[src/sv/uitfr_pkg.sv]
// Shared types and constants for the UART idle-timeout frame receiver.
// No dependencies.
package uitfr_pkg;

    localparam int STORE_SIZE_DEF = 256;
    localparam logic [15:0] IDLE_TICKS_RESET = 16'd500;

    typedef enum logic [1:0] {
        OP_BYTE    = 2'd0,
        OP_TICK    = 2'd1,
        OP_RESTART = 2'd2,
        OP_READ    = 2'd3
    } op_t;

    typedef struct packed {
        op_t        op;
        logic [7:0] rx_byte;
        logic [7:0] read_index;
    } item_t;

    // Queue head as seen by the back end
    typedef struct packed {
        logic  valid;
        item_t item;
    } q_head_t;

    // Result word fields
    typedef struct packed {
        logic       frame_done;
        logic [7:0] frame_length;
        logic [7:0] read_data;
    } result_t;

endpackage

[src/sv/uitfr_front.sv]
// Front end: accepts input words, decodes the operation, queues them.
// Depends on uitfr_pkg.
module uitfr_front (
    input  logic              aclk,
    input  logic              aresetn,
    input  logic              s_tvalid,
    output logic              s_tready,
    input  logic [1:0]        s_tuser,
    input  logic [15:0]       s_tdata,
    output uitfr_pkg::q_head_t head,
    input  logic              pop
);

    uitfr_pkg::item_t entry_reg [2];
    logic             wr_ptr_reg, wr_ptr_next;
    logic             rd_ptr_reg, rd_ptr_next;
    logic [1:0]       count_reg, count_next;
    logic             push;
    logic             do_pop;
    uitfr_pkg::item_t in_item;

    always_comb begin
        in_item.op         = uitfr_pkg::op_t'(s_tuser);
        in_item.rx_byte    = s_tdata[7:0];
        in_item.read_index = s_tdata[15:8];
    end

    assign s_tready   = (count_reg != 2'd2);
    assign push       = s_tvalid && s_tready;
    assign do_pop     = pop && (count_reg != 2'd0);
    assign head.valid = (count_reg != 2'd0);
    assign head.item  = entry_reg[rd_ptr_reg];

    always_comb begin
        wr_ptr_next = push ? ~wr_ptr_reg : wr_ptr_reg;
        rd_ptr_next = do_pop ? ~rd_ptr_reg : rd_ptr_reg;
        count_next  = count_reg;
        if (push && !do_pop) begin
            count_next = count_reg + 2'd1;
        end else if (do_pop && !push) begin
            count_next = count_reg - 2'd1;
        end
    end

    always_ff @(posedge aclk) begin
        if (!aresetn) begin
            wr_ptr_reg <= 1'b0;
            rd_ptr_reg <= 1'b0;
            count_reg  <= 2'd0;
        end else begin
            wr_ptr_reg <= wr_ptr_next;
            rd_ptr_reg <= rd_ptr_next;
            count_reg  <= count_next;
        end
    end

    always_ff @(posedge aclk) begin
        if (push) begin
            entry_reg[wr_ptr_reg] <= in_item;
        end
    end

endmodule

[src/sv/uitfr_back.sv]
// Back end: frame store, byte count, idle timer and the result register.
// Depends on uitfr_pkg.
module uitfr_back #(
    parameter int STORE_SIZE = uitfr_pkg::STORE_SIZE_DEF
) (
    input  logic               aclk,
    input  logic               aresetn,
    input  uitfr_pkg::q_head_t head,
    output logic               pop,
    input  logic               cfg_valid,
    input  logic [15:0]        cfg_data,
    output logic               res_valid,
    input  logic               res_ready,
    output uitfr_pkg::result_t res
);

    localparam int CW   = $clog2(STORE_SIZE);
    localparam int CMPW = (CW > 8) ? CW : 8;
    localparam logic [CW-1:0] LAST = CW'(STORE_SIZE - 1);

    logic [7:0]    store_mem [STORE_SIZE];
    logic [7:0]    mem_q_reg;

    logic [CW-1:0] byte_count_reg, byte_count_next;
    logic          done_reg, done_next;
    logic          run_reg, run_next;
    logic [15:0]   idle_count_reg, idle_count_next;
    logic [15:0]   idle_ticks_reg;

    logic          m_valid_reg;
    logic          out_done_reg;
    logic [7:0]    out_len_reg;
    logic          rd_ok_reg, rd_ok_next;

    logic          adv;
    logic          wr_en;
    logic [CW-1:0] wr_addr;
    logic [CW-1:0] rd_addr;
    logic [CMPW-1:0] idx_ext;
    logic [CMPW-1:0] cnt_ext;
    logic [CMPW-1:0] len_ext;
    logic [15:0]   limit;
    logic [15:0]   idle_inc;
    logic          tick_hit;

    assign adv = !m_valid_reg || res_ready;
    assign pop = head.valid && adv;

    assign idx_ext  = CMPW'(head.item.read_index);
    assign cnt_ext  = CMPW'(byte_count_reg);
    assign rd_addr  = idx_ext[CW-1:0];
    assign limit    = (idle_ticks_reg == 16'd0) ? 16'd1 : idle_ticks_reg;
    assign idle_inc = idle_count_reg + 16'd1;
    assign tick_hit = (idle_inc >= limit) || (idle_inc == 16'd0);

    always_comb begin
        byte_count_next = byte_count_reg;
        done_next       = done_reg;
        run_next        = run_reg;
        idle_count_next = idle_count_reg;
        rd_ok_next      = 1'b0;
        wr_en           = 1'b0;
        wr_addr         = byte_count_reg;
        if (pop) begin
            case (head.item.op)
                uitfr_pkg::OP_BYTE: begin
                    wr_en = 1'b1;
                    if (byte_count_reg != LAST) begin
                        idle_count_next = 16'd0;
                        if (byte_count_reg == '0) begin
                            run_next = 1'b1;
                        end
                        byte_count_next = byte_count_reg + CW'(1);
                    end else begin
                        // Store full: wrap to the first slot, timer untouched
                        wr_addr         = '0;
                        byte_count_next = CW'(1);
                    end
                end
                uitfr_pkg::OP_TICK: begin
                    if (run_reg) begin
                        if (tick_hit) begin
                            done_next       = 1'b1;
                            run_next        = 1'b0;
                            idle_count_next = 16'd0;
                        end else begin
                            idle_count_next = idle_inc;
                        end
                    end
                end
                uitfr_pkg::OP_RESTART: begin
                    byte_count_next = '0;
                    done_next       = 1'b0;
                end
                uitfr_pkg::OP_READ: begin
                    rd_ok_next = done_reg && (idx_ext < cnt_ext);
                end
                default: begin
                end
            endcase
        end
    end

    assign len_ext = CMPW'(byte_count_next);

    always_ff @(posedge aclk) begin
        if (!aresetn) begin
            byte_count_reg <= '0;
            done_reg       <= 1'b0;
            run_reg        <= 1'b0;
            idle_count_reg <= 16'd0;
            idle_ticks_reg <= uitfr_pkg::IDLE_TICKS_RESET;
            m_valid_reg    <= 1'b0;
            rd_ok_reg      <= 1'b0;
        end else begin
            byte_count_reg <= byte_count_next;
            done_reg       <= done_next;
            run_reg        <= run_next;
            idle_count_reg <= idle_count_next;
            if (cfg_valid) begin
                idle_ticks_reg <= cfg_data;
            end
            if (adv) begin
                m_valid_reg <= pop;
                rd_ok_reg   <= rd_ok_next;
            end
        end
    end

    always_ff @(posedge aclk) begin
        if (adv) begin
            out_done_reg <= done_next;
            out_len_reg  <= done_next ? len_ext[7:0] : 8'd0;
        end
    end

    // Frame store: one write port, one registered read port
    always_ff @(posedge aclk) begin
        if (wr_en) begin
            store_mem[wr_addr] <= head.item.rx_byte;
        end
        if (pop && (head.item.op == uitfr_pkg::OP_READ)) begin
            mem_q_reg <= store_mem[rd_addr];
        end
    end

    assign res_valid         = m_valid_reg;
    assign res.frame_done    = out_done_reg;
    assign res.frame_length  = out_len_reg;
    assign res.read_data     = rd_ok_reg ? mem_q_reg : 8'd0;

endmodule

[src/sv/uart_idle_timeout_frame_receiver.sv]
// Top level of the UART idle-timeout frame receiver.
// Depends on uitfr_pkg, uitfr_front and uitfr_back.
//
//  channel   direction  handshake            payload
//  s_        in         s_tvalid/s_tready    s_tuser op, s_tdata rx_byte, read_index
//  m_        out        m_tvalid/m_tready    m_tdata frame_done, frame_length, read_data
//  cfg_      in         cfg_valid/cfg_ready  cfg_data idle_ticks
//
// One word per cycle sustained while m_ does not stall; each word passes
// through the two-entry queue and then the result register, which also
// holds the frame store's read port output.
// aresetn is synchronous, active low; it clears counters, flags, the queue
// and idle_ticks (to 500). The frame store keeps its contents.
// s_tready drops only when the queue is full; m_ stalls back up into it.
module uart_idle_timeout_frame_receiver #(
    parameter int STORE_SIZE = uitfr_pkg::STORE_SIZE_DEF
) (
    input  logic        aclk,
    input  logic        aresetn,
    input  logic        s_tvalid,
    output logic        s_tready,
    input  logic [1:0]  s_tuser,   // [1:0] op
    input  logic [15:0] s_tdata,   // [7:0] rx_byte, [15:8] read_index
    output logic        m_tvalid,
    input  logic        m_tready,
    output logic [23:0] m_tdata,   // [0] frame_done, [8:1] frame_length,
                                   // [16:9] read_data, [23:17] zero
    input  logic        cfg_valid,
    output logic        cfg_ready,
    input  logic [15:0] cfg_data   // [15:0] idle_ticks
);

    uitfr_pkg::q_head_t head;
    uitfr_pkg::result_t res;
    logic               pop;

    // Register writes are always accepted; cfg_data is registered into idle_ticks
    assign cfg_ready = 1'b1;

    // Accept and decode words, hold them until the back end pops
    uitfr_front u_front (
        .aclk     (aclk),
        .aresetn  (aresetn),
        .s_tvalid (s_tvalid),
        .s_tready (s_tready),
        .s_tuser  (s_tuser),
        .s_tdata  (s_tdata),
        .head     (head),
        .pop      (pop)
    );

    // Update frame state and produce one result word per item
    uitfr_back #(
        .STORE_SIZE (STORE_SIZE)
    ) u_back (
        .aclk      (aclk),
        .aresetn   (aresetn),
        .head      (head),
        .pop       (pop),
        .cfg_valid (cfg_valid),
        .cfg_data  (cfg_data),
        .res_valid (m_tvalid),
        .res_ready (m_tready),
        .res       (res)
    );

    // Pack the result word, lowest field first
    assign m_tdata = {7'd0, res.read_data, res.frame_length, res.frame_done};

endmodule

[config.mk]
export PLATFORM = sky130hd
export DESIGN_NAME = uart_idle_timeout_frame_receiver
export DESIGN_NICKNAME = d
export VERILOG_FILES = /design/src/sv/uitfr_pkg.sv /design/src/sv/uitfr_front.sv /design/src/sv/uitfr_back.sv /design/src/sv/uart_idle_timeout_frame_receiver.sv
export SDC_FILE = /design/constraint.sdc
export NUM_CORES = 2
export LEC_CHECK = 0
export BUFFER_PORTS_ARGS = -buffer_cell sky130_fd_sc_hd__buf_2
export CAP_MARGIN = 20
export CORE_MARGIN = 2
export CORE_UTILIZATION = 60
export CTS_CLUSTER_SIZE = 28
export DETAILED_ROUTE_END_ITERATION = 8
export GPL_ROUTABILITY_DRIVEN = 0
export PLACE_DENSITY = 0.77
export SETUP_SLACK_MARGIN = 0.2
export SLEW_MARGIN = 20
export SYNTH_ARGS = -nofsm -noshare
export SYNTH_HDL_FRONTEND = slang
export SYNTH_SLANG_ARGS = --single-unit
[constraint.sdc]
create_clock -name aclk -period 3.9 [get_ports aclk]
set_input_delay 0.975 -clock aclk [delete_from_list [all_inputs] [get_ports aclk]]
set_output_delay 0.975 -clock aclk [all_outputs]
set_load 0.01 [all_outputs]
## Word level (Yosys, flattened, before mapping)

Memory sizes are Yosys's and may differ from the RTL's. A register that Yosys moved wholly into a read port is not among the register bits.
Cells that the tools add are included.

| operators by class | value |
|---|---|
| div/mod/pow operators | 0 |
| reductions and logical operators | 21 |
| eq/ne operators | 8 |
| shift operators | 0 |
| magnitude comparators | 2 |
| bitwise operators | 2 |
| muxes and demuxes | 33 |
| add/sub/neg operators | 4 |
| multipliers | 0 |

Operators with widths:

| cell | number |
|---|---|
| $mux 16 | 4 |
| $mux 8 | 6 |
| $logic_not 16->1 | 2 |
| $pmux 16 s2 | 1 |
| $mux 1 | 17 |
| $add 16x1->16 const B | 1 |
| $ge 16x16->1 | 1 |
| $pmux 8 s2 | 1 |
| $add 8x1->8 const B | 1 |
| $logic_not 8->1 | 1 |
| $lt 8x8->1 | 1 |
| $ne 8x8->1 const B | 1 |
| $reduce_and 4->1 | 2 |
| $logic_and 1x1->1 | 7 |
| $ne 2x1->1 const B | 3 |
| $reduce_bool 2->1 | 3 |
| $eq 2x2->1 const B | 2 |
| $mux 2 | 2 |
| $pmux 1 s2 | 2 |
| $logic_not 1->1 | 3 |
| $add 2x1->2 const B | 1 |
| $eq 2x1->1 const B | 1 |
| $logic_not 2->1 | 1 |
| $logic_or 1x1->1 | 2 |
| 3 further kinds | 4 |

| word-level totals | value |
|---|---|
| input port bits | 39 |
| bits in latches | 0 |
| bits in registers | 57 |
| logic and storage cells | 84 |
| memories kept | 2 |
| output and inout bits | 27 |
| RAM bits | 2084 |
| ROM bits | 0 |

Memory list:

| memory | words | bits a word | read ports | clocked after memory_dff | write ports | line | text |
|---|---|---|---|---|---|---|---|
| u_back.store_mem | 256 | 8 | 1 | 1 | 1 | uitfr_back.sv:21 | `logic [7:0] store_mem [STORE_SIZE];` |
| u_front.entry_reg | 2 | 18 | 1 | 1 | 1 | uitfr_front.sv:14 | `uitfr_pkg::item_t entry_reg [2];` |

## Depth between registers and ports, before layout

| logic depth | value |
|---|---|
| depth after elaboration | 8 |
| mapped depth | 16 |
| gate-level depth less buffers | 13 |

## Cells and area by module

A second synthesis with hierarchy kept.

| second synthesis, totals | value |
|---|---|
| cell total of the unflattened synthesis | 4174 |
| area, all modules | 84768.8 µm² |

By module, submodules not included:

| module | cells an instance | sequential area each (µm²) | times used | area an instance (µm²) |
|---|---|---|---|---|
| uitfr_back | 4084 | 62890.3 | 1 | 83162.3 |
| uitfr_front | 80 | 1181.1 | 1 | 1539.0 |
| uart_idle_timeout_frame_receiver | 10 | 0.0 | 1 | 67.6 |

## Least setup slack after synthesis

OpenSTA, ideal clock, no wires.

| path | value |
|---|---|
| kind | flip-flop to flip-flop |
| from | reg with a tool-made name |
| to | mem u_back.store_mem[105][0] (enable) |
| data arrival time | 3.150 ns |
| stages on the path, launching flop included | 12 |
| slack | 0.379 ns |
| cell sequence | dfxtp_1 -> buf_4 -> buf_1 -> mux2i_1 -> ha_1 -> clkbuf_1 -> and2_1 -> clkbuf_1 -> buf_1 -> nand4_1 -> clkbuf_1 -> nor2_1 |

RTL lines:

| item | line |
|---|---|
| to (decl) | uitfr_back.sv:21 |

==> metrics.cfg <==
[status]
status = finished clean

[global_routing]
antenna_found_initial = 9
grt_pass1_wl_um = 361900
gr-usage-all-layers_pct = 33.78
grt_max_degree = 124
gr-total-overflow = 0
grt_pass1_vias = 54298

[synthesis]
synth_area_um2 = 86650
synth_compound_area_share_pct = 6.328
syn_area_per_cell_um2 = 14.43
synth-simple-area-share_pct = 9.907
netlist_instances = 6005
synth_area_leaders = edfxtp_1, mux2i_1, nand2_1
synth-adder-area-share_pct = 0.4332
yosys.area.top_type_share_pct = 72.81
synth_top_area_cell = edfxtp_1
synth.most_common_cell = edfxtp_1
synth_cell_types = 71
synth-edff-count = 2101
synthMuxAreaShare_pct = 6.879
synth_top_family_by_area = simple AND/OR/NAND/NOR gates
ys_async_sr_fraction_pct = 0
seq_area_frac_synth_pct = 73.95
synth_flop_cell = edfxtp_1
synth_warnings = 0
synth_commonest_cells = edfxtp_1, nand2_1, mux2i_1
synth-xor-area-share_pct = 0.2022
synth_seq_cells = 2150

[route]
vias = 56871
drt_iter0_markers = 9882
ant_nets = 0
wl_per_cell_um = 29.79
drc = 0
drt_wl_total_um = 251000
viasPerCell = 6.749
drt_pass1_iterations = 9

[sta]
fmax_ghz = 0.2684
fin_worst_skew_ns = 0.02773
grt_setup_unrepaired = true
worst_slack_ns = 0.1745
tightest_slew_ns = 1.047
slew_headroom_pct = 30.19
setup_viol = 0
maxSlewViolCount = 0
min_period_ns = 3.725
min_period_over_period_pct = 95.53
hold_viol_final = 0

[clocking]
numCtsBuffers = 204
clkSlewWorstSetupHoldPaths_ns = 0.06
insertion_delay_ns = 0.86
cts_root_buf = clkbuf_16
cts_htree_levels = 4
cts_tree = built
hold_buffers = 0
cts_sinks = 2150
clk_path_buf_depth = 3

[floorplanning]
fp.dieArea_um2 = 147500
io_pins = 66
fp.dieW_um = 384.0
die_h_um = 384.0
rows = 139
start_util_pct = 60.39
core_area_um2 = 143500

[min_path]
hp-class = in2reg
whs_endpoint = u_front.entry_reg[0][7]$_DFFE_PP_
holdPathStages = 1
worstHoldStart = s_tdata[15]

[power]
ir_drop_mv = 0.7199
power_density_nw_per_um2 = 641.5
cellLeakagePower_nw = 34.11

[placement]
numPortBuffers = 57
dpl.cell_count = 8031
dpl_worst_slack_ns = -0.3815
dpl.hpwl_um = 151000

[flow_run]
drv_cap = 0

[layout]
largest_reg_flops = 2048
drive_gt1_share_pct = 14.66
final_cell_count_no_fill = 8427
fin_nets = 6418
areaGrowthSynthToFinish_pct = 14.05

[worst_setup_path]
setup.worst_path.class = reg2reg
cp-start-kind = flop
critical_path_arrival_ns = 4.38
rrSetupSlack_ns = 0.17
rr_worst_depth = 12
end_kind = flop
worst-path-max-fanout = 38
r2r_end = u_back.mem_q_reg[0]$_DFFE_PP_
required_ns = 4.55

## layer usage
metal / wire, um / global-route usage (%) / share of wire (%)
met1: 85890 / 45.27 / 34
met2: 113600 / 50.57 / 45
met3: 36340 / 9.573 / 14
met4: 15100 / 18.13 / 6.0
met5: 116 / 0 / 0.046
## critical path: stages, from the launching register on
cell and delay (ns):
dfxtp_4 0.41, buf_4 0.15, mux2i_4 0.37, buf_12 0.16
nand2_4 0.10, buf_12 0.21, o221ai_1 0.36, o21ai_0 0.14
a2111oi_0 0.70, buf_4 0.24, o211ai_1 0.13, nand2_1 0.22
nor4bb_1 0.29
## report_power, final
group | total (mW) | switching, mW | internal [mW]
sequential | 27.4 | 0.0860 | 27.3
combinational | 16.4 | 11.6 | 4.84
clock | 19.5 | 8.54 | 11.0
total | 63.4 | 20.2 | 43.2
## placed cells by master (no fill, tap or decap), types with 47 or more instances in the layout
master	n
edfxtp_1	2101
nand2_1	1105
mux2i_1	414
buf_4	409
nand3_1	337
nor2_1	319
a21oi_1	270
clkbuf_16	207
o21ai_0	106
o221ai_1	106
o22ai_1	87
nor3_1	70
mux4_2	70
buf_12	60
buf_2	57
and3_1	51
dfxtp_1	47
## final cells by class
cell class                      count  area, um^2
Sequential cell                  2150       64080
Antenna cell                        8       20.02
Clock inverter                    108        1003
Inverter                           42       175.2
Clock buffer                      265        5527
Multi-Input combinational cell   3421       20970
Fill cell                        9084       44660
Timing Repair Buffer              530        4664
Tap cell                         1903        2381
## how the worst max path moves through the flow
stage          start                                  to  slack, ns  cells past startpoint
2_1_floorplan   flop  u_back.store_mem[105][0]$_DFFE_PP_       0.38                     11
3_5_place_dp    flop       u_back.mem_q_reg[3]$_DFFE_PP_      -0.38                     12
5_1_grt         flop  u_back.store_mem[172][5]$_DFFE_PP_       0.14                      7
4_1_cts         flop       u_back.mem_q_reg[0]$_DFFE_PP_       0.21                     10
3_3_place_gp    flop       u_back.mem_q_reg[5]$_DFFE_PP_      -0.37                     11
6_report        flop       u_back.mem_q_reg[0]$_DFFE_PP_       0.17                     12
## per-stage QoR
step | cell area (um^2) | hold WS [ns] | TNS, ns | util [%] | total power, mW
2_1_floorplan | 86670 | 0.4492 | 0 | - | 36.63
3_3_place_gp | 91970 | 0.4626 | -0.7462 | 64.10 | 43.15
3_5_place_dp | 91980 | 0.4762 | -0.7640 | 64.10 | 43.47
4_1_cts | 98630 | 0.2734 | 0 | 68.74 | 62.75
5_1_grt | 98800 | 0.2992 | 0 | 68.86 | 64.71
6_report | 98820 | 0.3145 | 0 | 68.87 | 63.39
## cell families (layout without fill, tap and decap cells)
logic type,after synthesis,in the layout
DFF,2150,2150
and+or+nand+nor,2023,2023
AOI/OAI and AO/OA,833,833
muxes,506,507
buffers and inverters,441,945
adders and majority gates,30,30
xor gates and xnor gates,20,20
other,2,16
## repair_timing
action | CTS | global route
setup endpoints to repair | 39 | 241
gates cloned | 1 | 1
resized for setup | 8 | 27
setup buffers | 6 | 7
pin swaps | 0 | 2
Power figures use the tool's default switching activity.
